File: src/sv/pict_pkg.sv
// ----------------------------------------------------------------------------
// pict_pkg: shared types and constants for the PWM input capture timer
// Register indexes, reset values and the filter edge struct.
// ----------------------------------------------------------------------------
package pict_pkg;

	localparam int CountW  = 16;
	localparam int FiltW   = 4;
	localparam int CfgIdxW = 2;
	localparam int CfgW    = 16;

	typedef enum logic [CfgIdxW-1:0] {
		REG_PRESCALE = 2'd0,
		REG_TOP      = 2'd1,
		REG_FILTER   = 2'd2
	} reg_index_t;

	localparam logic [CountW-1:0] PrescaleReset = 16'd7;
	localparam logic [CountW-1:0] TopReset      = 16'hFFFF;
	localparam logic [FiltW-1:0]  FilterReset   = 4'd8;
	localparam logic [FiltW-1:0]  RunMax        = 4'd15;

	typedef struct packed {
		logic rising;
		logic falling;
	} edge_t;

endpackage

File: src/sv/pwm_input_capture_timer.sv
// ----------------------------------------------------------------------------
// pwm_input_capture_timer: PWM input capture, reset mode
// Filter, prescaler, counter and period/width capture with a sticky lost flag.
// ----------------------------------------------------------------------------
// Results are registered in the output register, or in the skid entry on a stall.
// Throughput: one transaction per cycle while the skid entry is empty; the filter, prescaler
// and counter update in the cycle of acceptance, a two-entry output buffer absorbs a stall.
// Reset: asynchronous, state zero but for the output data, registers at their default values.
module pwm_input_capture_timer (
	input  logic                          clk,
	input  logic                          arst_n,
	input  logic                          s_axis_tvalid,
	output logic                          s_axis_tready,
	input  logic [7:0]                    s_axis_tdata,  // pin_level, clear_lost
	output logic                          m_axis_tvalid,
	input  logic                          m_axis_tready,
	output logic [39:0]                   m_axis_tdata,  // pulse_width, period_count, signal_lost
	input  logic                          cfg_we,
	input  logic [pict_pkg::CfgIdxW-1:0]  cfg_index,
	input  logic [pict_pkg::CfgW-1:0]     cfg_wdata
);

	localparam int ResW = 2 * pict_pkg::CountW + 1;

	logic [pict_pkg::CountW-1:0] divider_q;
	logic [pict_pkg::CountW-1:0] top_q;
	logic [pict_pkg::FiltW-1:0]  filt_len_q;

	logic [pict_pkg::CountW-1:0] presc_q;
	logic [pict_pkg::CountW-1:0] count_q;
	logic [pict_pkg::CountW-1:0] period_q;
	logic [pict_pkg::CountW-1:0] width_q;
	logic                        lost_q;

	logic                        accept;
	logic                        pin;
	logic                        clr;
	pict_pkg::edge_t             edges;
	logic                        presc_exp;
	logic                        wrap;
	logic [pict_pkg::CountW-1:0] presc_d;
	logic [pict_pkg::CountW-1:0] count_d;
	logic [pict_pkg::CountW-1:0] period_d;
	logic [pict_pkg::CountW-1:0] width_d;
	logic                        lost_d;
	logic [ResW-1:0]             result;

	logic            out_v_q;
	logic [ResW-1:0] out_q;
	logic            skid_v_q;
	logic [ResW-1:0] skid_q;

	assign s_axis_tready = !skid_v_q;
	assign accept        = s_axis_tvalid && s_axis_tready;
	assign pin           = s_axis_tdata[0];
	assign clr           = s_axis_tdata[1];

	always_ff @(posedge clk or negedge arst_n) begin
		if (!arst_n) begin
			divider_q  <= pict_pkg::PrescaleReset;
			top_q      <= pict_pkg::TopReset;
			filt_len_q <= pict_pkg::FilterReset;
		end else if (cfg_we) begin
			case (cfg_index)
				pict_pkg::REG_PRESCALE: divider_q  <= cfg_wdata;
				pict_pkg::REG_TOP:      top_q      <= cfg_wdata;
				pict_pkg::REG_FILTER:   filt_len_q <= cfg_wdata[pict_pkg::FiltW-1:0];
				default: ;
			endcase
		end
	end

	pict_filter u_filter (
		.clk           (clk),
		.arst_n        (arst_n),
		.en            (accept),
		.pin           (pin),
		.filter_length (filt_len_q),
		.edges         (edges)
	);

	assign presc_exp = presc_q >= divider_q;
	assign wrap      = !edges.rising && presc_exp && (count_q >= top_q);

	always_comb begin
		presc_d  = presc_q;
		count_d  = count_q;
		period_d = period_q;
		width_d  = width_q;
		if (edges.rising) begin
			period_d = count_q;
			count_d  = '0;
			presc_d  = '0;
		end else begin
			if (edges.falling) width_d = count_q;
			if (presc_exp) begin
				presc_d = '0;
				count_d = wrap ? '0 : count_q + pict_pkg::CountW'(1);
			end else begin
				presc_d = presc_q + pict_pkg::CountW'(1);
			end
		end
		lost_d = lost_q || wrap;
	end

	assign result = {lost_d, period_d, width_d};

	always_ff @(posedge clk or negedge arst_n) begin
		if (!arst_n) begin
			presc_q  <= '0;
			count_q  <= '0;
			period_q <= '0;
			width_q  <= '0;
			lost_q   <= 1'b0;
		end else if (accept) begin
			presc_q  <= presc_d;
			count_q  <= count_d;
			period_q <= period_d;
			width_q  <= width_d;
			// clear takes effect after this transaction's report
			lost_q   <= lost_d && !clr;
		end
	end

	// output register with a skid entry behind it
	always_ff @(posedge clk or negedge arst_n) begin
		if (!arst_n) begin
			out_v_q  <= 1'b0;
			skid_v_q <= 1'b0;
		end else if (!out_v_q || m_axis_tready) begin
			if (skid_v_q) begin
				out_v_q  <= 1'b1;
				skid_v_q <= 1'b0;
			end else begin
				out_v_q <= accept;
			end
		end else if (accept) begin
			skid_v_q <= 1'b1;
		end
	end

	always_ff @(posedge clk) begin
		if (!out_v_q || m_axis_tready) begin
			if (skid_v_q) out_q <= skid_q;
			else if (accept) out_q <= result;
		end else if (accept) begin
			skid_q <= result;
		end
	end

	assign m_axis_tvalid = out_v_q;
	assign m_axis_tdata  = {{(40 - ResW){1'b0}}, out_q};

`ifndef NO_ASSERTIONS
	a_skid_behind_out: assert property (@(posedge clk) disable iff (!arst_n)
		skid_v_q |-> out_v_q)
		else $error("skid entry valid with empty output register");

	a_period_holds: assert property (@(posedge clk) disable iff (!arst_n)
		(accept && !edges.rising) |=> $stable(period_q))
		else $error("period capture changed without a rising edge");

	a_wrap_sets_lost: assert property (@(posedge clk) disable iff (!arst_n)
		(accept && wrap && !clr) |=> lost_q)
		else $error("counter wrap did not set the lost flag");
`endif

endmodule

File: src/sv/pict_filter.sv
// ----------------------------------------------------------------------------
// pict_filter: digital input filter
// Filtered level changes after filter_length consecutive differing samples.
// ----------------------------------------------------------------------------
module pict_filter (
	input  logic                      clk,
	input  logic                      arst_n,
	input  logic                      en,
	input  logic                      pin,
	input  logic [pict_pkg::FiltW-1:0] filter_length,
	output pict_pkg::edge_t           edges
);

	logic                       level_q;
	logic [pict_pkg::FiltW-1:0] run_q;
	logic [pict_pkg::FiltW-1:0] need;
	logic [pict_pkg::FiltW-1:0] run_inc;
	logic                       differ;
	logic                       change;

	// zero length behaves as one
	assign need    = (filter_length == '0) ? pict_pkg::FiltW'(1) : filter_length;
	assign differ  = pin != level_q;
	assign run_inc = (run_q < pict_pkg::RunMax) ? run_q + pict_pkg::FiltW'(1) : run_q;
	assign change  = differ && (run_inc >= need);

	assign edges.rising  = change && pin;
	assign edges.falling = change && !pin;

	always_ff @(posedge clk or negedge arst_n) begin
		if (!arst_n) begin
			level_q <= 1'b0;
			run_q   <= '0;
		end else if (en) begin
			if (change) begin
				level_q <= pin;
				run_q   <= '0;
			end else if (differ) begin
				run_q <= run_inc;
			end else begin
				run_q <= '0;
			end
		end
	end

endmodule
File: config.mk
export PLATFORM = sky130hd
export DESIGN_NAME = pwm_input_capture_timer
export DESIGN_NICKNAME = d
export VERILOG_FILES = /design/src/sv/pict_pkg.sv /design/src/sv/pwm_input_capture_timer.sv /design/src/sv/pict_filter.sv
export SDC_FILE = /design/constraint.sdc
export NUM_CORES = 1
export LEC_CHECK = 0
export ABC_AREA = 1
export BUFFER_PORTS_ARGS = -buffer_cell sky130_fd_sc_hd__buf_4
export CORE_ASPECT_RATIO = 0.5
export CORE_MARGIN = 2
export CORE_UTILIZATION = 45
export CTS_CLUSTER_SIZE = 24
export DETAILED_ROUTE_END_ITERATION = 7
export PLACE_DENSITY = 0.65
export SLEW_MARGIN = 20
export SYNTH_ARGS = -nofsm -noshare
export SYNTH_HDL_FRONTEND = slang
export SYNTH_SLANG_ARGS = --single-unit
File: constraint.sdc
create_clock -name clk -period 2.8 [get_ports clk]
set_clock_uncertainty 0.1 [all_clocks]
set_input_delay 0.56 -clock clk [delete_from_list [all_inputs] [get_ports clk]]
set_output_delay 0.56 -clock clk [all_outputs]
set_load 0.1 [all_outputs]
; ---- Yosys cells after proc, flatten, opt, wreduce, memory -nomap -nowiden
; Cells that the tools add are included.
[word_totals]
regBits = 174
in_bits = 31
out_inout_bits = 42
word_cells = 68
[op_classes]
n_addsub = 3
order_cmp = 4
eq_ne = 3
n_mux = 17
bitwise_logic = 1
reduce_logical = 26
[op_table]
columns = op, n
row1 = $mux W16, 8
row2 = $mux W33, 2
row3 = $add A16 B1 Y16 const B, 2
row4 = $ge A16 B16 Y1, 2
row5 = $mux W4, 4
row6 = $reduce_and A2 Y1, 7
row7 = $logic_and A1 B1 Y1, 7
row8 = $reduce_bool A2 Y1, 3
row9 = $logic_not A1 Y1, 5
row10 = $add A4 B1 Y4 const B, 1
row11 = $ge A4 B4 Y1, 1
row12 = $logic_not A4 Y1, 1
row13 = $lt A4 B4 Y1 const B, 1
row14 = $mux W1, 3
row15 = $eq A2 B1 Y1 const B, 1
row16 = $eq A2 B2 Y1 const B, 1
row17 = $logic_not A2 Y1, 1
row18 = $logic_or A1 B1 Y1, 2
row19 = $ne A1 B1 Y1, 1
row20 = $not A1 Y1, 1

; ---- Depth between registers and ports, before layout
; Gate-level depths: netlist of run 1.
[logic_depth]
depth_word = 11
ltp_mapped = 18

; ---- Cells and area by module
; Synthesis of run 1 repeated with hierarchy kept, for this count alone.
[unflattened]
hier_cells = 1001
hier_area_um2 = 8755.9
[by_module_without_submodules]
columns = module, n_inst, cells_each, area_per_inst_um2
row1 = pwm_input_capture_timer, 1, 917, 8231.6
row2 = pict_filter, 1, 84, 524.3

; ---- Least setup slack after synthesis of run 1
; No wires, ideal clock.
[synth_path]
kind = reg-to-reg
start = reg out_v_q (netlist: m_axis_tvalid)
end = reg skid_q[0], enable pin
t_arrival_ns = 2.601
slack_ns = -0.324
path_stages_with_launch = 5
path_buffers = 0
cell_sequence = dfrtp_1 inv_1 nor2_1 inv_1 nor2_1
[synth_between]
elab_chain_cells = 4
[synth_rtl]
columns = element, line
row1 = from (decl), pwm_input_capture_timer.sv:48  ; logic out_v_q;
row2 = from (signal assigned), pwm_input_capture_timer.sv:135  ; out_v_q <= accept;
row3 = $logic_not A1 Y1, pwm_input_capture_timer.sv:143  ; if (!out_v_q || m_axis_tready) begin
row4 = $logic_or A1 B1 Y1, pwm_input_capture_timer.sv:143
row5 = $not A1 Y1 (no source line), n/a
row6 = $reduce_and A2 Y1 (no source line), n/a
row7 = to (signal assigned), pwm_input_capture_timer.sv:147  ; skid_q <= result;
row8 = to (decl), pwm_input_capture_timer.sv:51  ; logic [ResW-1:0] skid_q;
; No other way between the ends.
; A chain may end at the register's enable or synchronous reset.

; ---- Final worst setup path of run 1
[layout_path]
start = reg u_filter.run_q[0] (netlist bit)
end = reg out_q[31], data pin
[layout_between]
elab_chain_cells = 8
elab_cells_between_ends = 9
cone_classes = 1 x add/sub / 2 x order compare / 4 x mux / 2 x reduce/logical
[layout_rtl]
columns = element, line
row1 = from (decl), pict_filter.sv:15  ; logic [pict_pkg::FiltW-1:0] run_q;
row2 = from (signal assigned), pict_filter.sv:39  ; run_q <= run_inc;
row3 = $add A4 B1 Y4 / $lt A4 B4 Y1 (equally long branches), pict_filter.sv:24  ; assign run_inc = (run_q < pict_pkg::RunMax) ? run_q + pict_pkg::FiltW'(1) : run_q;
row4 = $mux W4 (*), pict_filter.sv:24
row5 = $ge A4 B4 Y1 (*), pict_filter.sv:25  ; assign change = differ && (run_inc >= need);
row6 = $logic_and A1 B1 Y1 (*), pict_filter.sv:25
row7 = $logic_and A1 B1 Y1 (*), pict_filter.sv:27  ; assign edges.rising = change && pin;
row8 = $mux W16 (*), pwm_input_capture_timer.sv:90  ; if (edges.rising) begin
row9 = $mux W33 (*), pwm_input_capture_timer.sv:145  ; else if (accept) out_q <= result;
row10 = $mux W33 (*), pwm_input_capture_timer.sv:144  ; if (skid_v_q) out_q <= skid_q;
row11 = to (signal assigned), pwm_input_capture_timer.sv:144
row12 = to (signal assigned), pwm_input_capture_timer.sv:145
row13 = to (decl), pwm_input_capture_timer.sv:49  ; logic [ResW-1:0] out_q;
; Every way passes the cells marked *; elsewhere a longest branch is shown, timed or not. The select of a mux whose other input is x is not followed.

==> reports/results.tsv, run 1 <==
metric	value	unit
status	finished clean	
drt_wl_total	18.56	mm
synth_area	8596	sq um
htreeDepth	4	
numCtsBuffers	17	
ir_drop	0.5048	mV
slew_violations	0	
grt_max_degree	71	
portBuffers	59	
num_vias	6368	
final_nets	1082	
startpoint_type	register	
grt-ovfl-total	0	
synth.area.top_cells	dfrtp_1 26%, edfxtp_1 23%, nand2_1 9.6%, o21ai_0 7.9%, dfstp_2 6.1%	
ys_seq_area_frac	0.5479	
num_rows	35	
cts_tree	done	
start_util	0.4629	
synthToLayoutAreaGrowth	19.20	%
grt_first_pass_wirelength	30.76	mm
antenna_found_initial	0	
arrival	2.74	ns
antenna_cells	0	
gp_congestion	0.8573	
layout_setup_ws	0.1252	ns
synth-compound-area-share	0.1077	
synthAdderAreaFrac	0.05677	
grt_usage	0.1968	
synth-simple-area-share	0.1803	
p_per_area	995.3	nW/um^2
hp-class	input pin to asynchronous set/reset pin	
dieArea	20290	sq um
cts.sinks	174	
yosys-mux-area-fraction	0	
synth_seq_cells	174	
yosysUniqueCellTypes	39	
drive_above_1_share	0.2039	
die_w	199.5	microns
insertion_delay	0.44	ns
grt_pass1_vias	6124	
wl_per_cell	14.46	microns
post-synth-top-area-cell	dfrtp_1	
max_freq	0.3739	GHz
synth-xor-area-share	0.02038	
routed_via_density	4.960	
leakage	4.927	nW
drtIter0Drc	391	
die_h	101.7	microns
clkTransAtPathRegs	0.08	ns
post-route-drc-count	0	
clock_path_buffers	2	
synth.avg_cell_area	9.135	sq um
coreArea	18570	sq um
required	2.87	ns
worst_pin_slew	0.6337	ns
path_class	register to register	
hold_viol	0	
design_area	10250	sq um
first_pass_iters	5	
ys.warnings.count	0	
detailed_place_hpwl	12.38	mm
synth_cells	941	
setup_viol	0	
synth_top_family_by_area	simple AND/OR/NAND/NOR gates	
cp-end-kind	register	
root_buffer	clkbuf_16	
cp_max_fo	12	
postCtsHoldBufs	0	
ant_nets	0	
cap_violations	0	
nFillCells	1671	
postPlaceCellArea	9382	sq um
place_ws	-0.1985	ns
ios	73	
holdWs	0.02649	ns
period_share	0.9553	
crit_start	u_filter.run_q[0]	
yosysTopAreaCellShare	0.2562	
timing.rr.start	u_filter.run_q[0]	
fin_crit	2.675	ns
maxSlewHeadroom	0.5736	
==> state kept, by name, summed over array words and instances (netlist names) <==
name	count
out_q	33
skid_q	33
count_q	16
divider_q	16
period_q	16
presc_q	16
top_q	16
width_q	16
filt_len_q	4
u_filter.run_q	4
lost_q	1
m_axis_tvalid	1
skid_v_q	1
u_filter.level_q	1
==> synthesized netlist by cell type (all sizes together) <==
master,instances
a31oi,2
buf,16
nand3,33
o21ai,147
or2,16
a31o,3
xor2,20
inv,143
a21oi,18
nor3,6
o211ai,1
nor2,46
dfstp,20
edfxtp,66
nor4,1
nand3b,8
o21a,2
dfrtp,88
o22ai,2
nor3b,3
conb,1
o21bai,2
clkbuf,24
ha,39
nand2,223
nand4,11
==> cell type report <==
type | instances | area [sq um] | area share
Sequential cell | 174 | 4710 | 0.4596
Multi-Input combinational cell | 590 | 3328 | 0.3248
Timing Repair Buffer | 86 | 720.7 | 0.07034
Inverter | 143 | 549.3 | 0.05361
Clock buffer | 17 | 425.4 | 0.04152
Tap cell | 259 | 324.1 | 0.03163
Clock inverter | 15 | 188.9 | 0.01844
==> power breakdown <==
group | total (mW) | switching [mW] | internal [mW]
clock | 2.47 | 1.18 | 1.29
combinational | 3.86 | 2.62 | 1.24
sequential | 3.86 | 0.381 | 3.48
==> critical path: stages (launching register included) <==
cell and delay, ns:
dfrtp_1 0.36, ha_2 0.19, nand2_1 0.06, inv_2 0.08, nand2_2 0.08, buf_4 0.15
xor2_2 0.15, ha_1 0.20, o21bai_1 0.13, nand3_1 0.10, nand3_2 0.15, nand2_4 0.09
buf_12 0.17, buf_4 0.14, o21ai_2 0.16, o21ai_0 0.10
==> final timing paths <==
check	slack, ns	cells past startpoint	to
max	0.13	15	out_q[31]
min	0.03	1	divider_q[3]
max reg2reg	0.13	15	out_q[31]
min reg2reg	0.38	2	period_q[3]
max in group asynchronous	1.80	2	top_q[0]
min in group clk	0.26	3	top_q[5]
==> per-layer routing <==
| layer | GRT usage | part of all wire |
|---|---|---|
| met3 | 0.04129 | 0.044 |
| met5 | 0 | 0 |
| met4 | 0.06382 | 0.014 |
| met1 | 0.2803 | 0.50 |
| met2 | 0.3031 | 0.44 |
==> cell families after synthesis <==
group                    count (synthesis)
other                                    1
AO/OA/AOI/OAI                          177
flip-flops                             174
adder cells (fa/ha/maj)                 39
AND/OR/NAND/NOR                        347
XOR/XNOR                                20
buffers and inverters                  183
==> repair_timing <==
| item | 4_1_cts | 5_1_grt |
|---|---|---|
| buffers inserted | 1 | 4 |
| pin swaps | 1 | 3 |
| setup endpoints to repair | 108 | 134 |
| cloned | 0 | 1 |
| gates resized for setup | 15 | 58 |
==> placed cells by master, fill, tap and decap left out, types with 7 or more instances in the layout <==
cell       netlist  layout
a21oi_1         17      16
buf_4           10      79
clkbuf_16        0      18
conb_1           1       7
dfrtp_1         88      88
dfstp_2         20      20
edfxtp_1        66      66
ha_1            39      37
inv_1          139     137
inv_8            0       7
nand2_1        220     218
nand3_1         27      27
nand3b_1         8       8
nand4_1         11      11
nor2_1          41      37
nor2_2           5       9
o21ai_0        135     109
o21ai_1         10      13
o21ai_2          2      21
or2_1            8       8
or2_2            8       8
xor2_1          20      19
==> metrics by stage <==
step	setup TNS (ns)	total power, mW	util	cells
finish	0	10.20	0.5518	1284
global route	-0.06384	10.84	0.5518	1284
CTS	0	9.958	0.5403	1279
detailed placement	-7.149	7.411	0.5053	1246
global placement	-2.358	7.275	0.5053	1246
floorplan	0	6.484	-	947
(Power assumes the default switching activity.)
==> run 2: changes to the inputs <==
--- a/config.mk
+++ b/config.mk
@@ -7,12 +7,10 @@
 export LEC_CHECK = 0
 export ABC_AREA = 1
 export BUFFER_PORTS_ARGS = -buffer_cell sky130_fd_sc_hd__buf_4
-export CORE_ASPECT_RATIO = 0.5
 export CORE_MARGIN = 2
-export CORE_UTILIZATION = 45
+export CORE_UTILIZATION = 40
 export CTS_CLUSTER_SIZE = 24
 export DETAILED_ROUTE_END_ITERATION = 7
-export PLACE_DENSITY = 0.65
 export SLEW_MARGIN = 20
 export SYNTH_ARGS = -nofsm -noshare
 export SYNTH_HDL_FRONTEND = slang
==> reports/results.tsv, run 2 (same netlist as run 1, synthesis figures left out) <==
metric	value	unit	change
drtIter0Drc	406		was 391
clock_path_buffers	2		unchanged
grt_max_degree	71		unchanged
cp_max_fo	17		was 12
mostFrequentLayoutCells	216 x nand2_1, 136 x inv_1, 105 x o21ai_0, 88 x dfrtp_1, 81 x buf_4		was 218 x nand2_1, 137 x inv_1, 109 x o21ai_0, 88 x dfrtp_1, 79 x buf_4
fin_crit	2.680	ns	was 2.675 ns
cp-end-kind	register		unchanged
final_nets	1090		was 1,082
cts_tree	done		unchanged
antenna_found_initial	0		unchanged
p_per_area	990.0	nW/um^2	was 995.3 nW/um^2
maxSlewHeadroom	0.5794		was 0.5736
post-route-drc-count	0		unchanged
die_h	150.6	microns	was 101.7 microns
clkTransAtPathRegs	0.07	ns	was 0.08 ns
hold_viol	0		unchanged
first_pass_iters	5		unchanged
routed_via_density	4.813		was 4.960
die_w	150.6	microns	was 199.5 microns
final_util	0.4948		was 0.5518
p_comb_frac	0.404		was 0.379
leakage	5.003	nW	was 4.927 nW
required	2.86	ns	was 2.87 ns
ir_drop	0.4445	mV	was 0.5048 mV
wl_per_cell	14.77	microns	was 14.46 microns
startpoint_type	register		unchanged
intPower	6.088	mW	was 6.021 mW
postCtsHoldBufs	0		unchanged
swShare	0.4106		was 0.4095
seqPwrFrac	0.375		was 0.379
largestRegisters	out_q: 33 flops, skid_q: 33 flops		unchanged
dieArea	22680	sq um	was 20,290 sq um
ant_nets	0		unchanged
root_buffer	clkbuf_16		unchanged
cap_violations	0		unchanged
insertion_delay	0.43	ns	was 0.44 ns
htreeDepth	4		unchanged
power	10.33	mW	was 10.20 mW
slew_violations	0		unchanged
tns	0	ns	unchanged
detailed_place_hpwl	12.69	mm	was 12.38 mm
coreArea	21090	sq um	was 18,570 sq um
r2r_slack	0.12	ns	was 0.13 ns
antenna_cells	0		unchanged
final_common_cell	nand2_1		unchanged
ios	73		unchanged
finalNonFillerCells	1308		was 1,284
period_share	0.9573		was 0.9553
portBuffers	59		unchanged
grt-ovfl-total	0		unchanged
synthToLayoutAreaGrowth	21.38	%	was 19.20%
p_sw	4.241	mW	was 4.176 mW
gp_congestion	0.8147		was 0.8573
p_clk_frac	0.221		was 0.242
status	finished clean		unchanged
start_util	0.4076		was 0.4629
num_vias	6295		was 6,368
place_inst	1265		was 1,246
grt_usage	0.1760		was 0.1968
drive_above_1_share	0.2062		was 0.2039
setup_viol	0		unchanged
cts.sinks	174		unchanged
drt_wl_total	19.32	mm	was 18.56 mm
hp-class	input pin to asynchronous set/reset pin		unchanged
arrival	2.74	ns	about the same
numCtsBuffers	17		unchanged
grt_pass1_vias	6035		was 6,124
worst_pin_slew	0.6309	ns	was 0.6337 ns
holdWs	0.03772	ns	was 0.02649 ns
grt_first_pass_wirelength	30.77	mm	was 30.76 mm
num_rows	53		was 35
path_class	register to register		unchanged
max_freq	0.3731	GHz	was 0.3739 GHz
[run 2: final timing paths]
check,cells after the start,from,endpoint
min in group clk,3,cfg_wdata[7],top_q[7]
min,1,arst_n,divider_q[15]
max reg2reg,15,u_filter.run_q[1],out_q[20]
max,15,u_filter.run_q[1],out_q[20]
min reg2reg,2,period_q[2],period_q[2]
max in group asynchronous,2,arst_n,width_q[9]
[run 2: critical path, stage by stage (launching register included)]
cell     delay, ns
dfrtp_1       0.38
ha_2          0.20
nand2_2       0.06
inv_2         0.05
nor2_1        0.08
inv_1         0.05
o21ai_2       0.15
inv_2         0.06
ha_4          0.26
a21oi_4       0.16
nand3_4       0.14
nand2_8       0.16
inv_8         0.07
or2_2         0.30
o21ai_4       0.08
o21ai_0       0.09
[run 2: timing repair]
item / in CTS / in global routing
setup buffers: 1 / 4
cloned: 0 / 6
setup endpoints to repair: 93 / 130
endpoints found under the hold margin: 0 / 0
pin swaps: 1 / 12
gates resized for setup: 12 / 76
[run 2: stage by stage]
stage / setup slack (ns) / instance area, sq um
5_1_grt: -0.005988 / 10430
2_1_floorplan: 0.08885 / 8623
4_1_cts: 0.005342 / 10020
3_5_place_dp: -0.1953 / 9424
6_report: 0.1197 / 10430
3_3_place_gp: -0.1699 / 9424
[run 2: area by class of cell]
cell class	instances	area, sq um
inverters	143	556.8
clock inverters	15	145.1
multi-input cells	590	3398
repair inverters	1	8.758
fillers	1940	10650
clock buffers	17	425.4
repair buffers	93	845.8
well taps	275	344.1
flip-flops and latches	174	4710
[run 2: power by group through the flow]
stage | Sequential (mW) | Clock (mW) | Combinational, mW
2_1_floorplan | 4.71 | 0 | 1.78
3_3_place_gp | 3.87 | 0 | 3.46
3_5_place_dp | 3.91 | 0 | 3.55
4_1_cts | 3.86 | 2.33 | 3.61
5_1_grt | 3.95 | 2.44 | 4.64
6_report | 3.87 | 2.28 | 4.18
[run 2: layer usage]
| metal | routed length, microns | global-route usage | part of all wire | vias up |
|---|---|---|---|---|
| met3 | 627 | 0.03030 | 0.032 | 21 |
| met1 | 9322 | 0.2447 | 0.48 | 2964 |
| met4 | 290 | 0.05374 | 0.015 | 0 |
| li1 | - | - | - | 3203 |
| met2 | 9084 | 0.2825 | 0.47 | 107 |
| met5 | 0 | 0 | 0 | - |
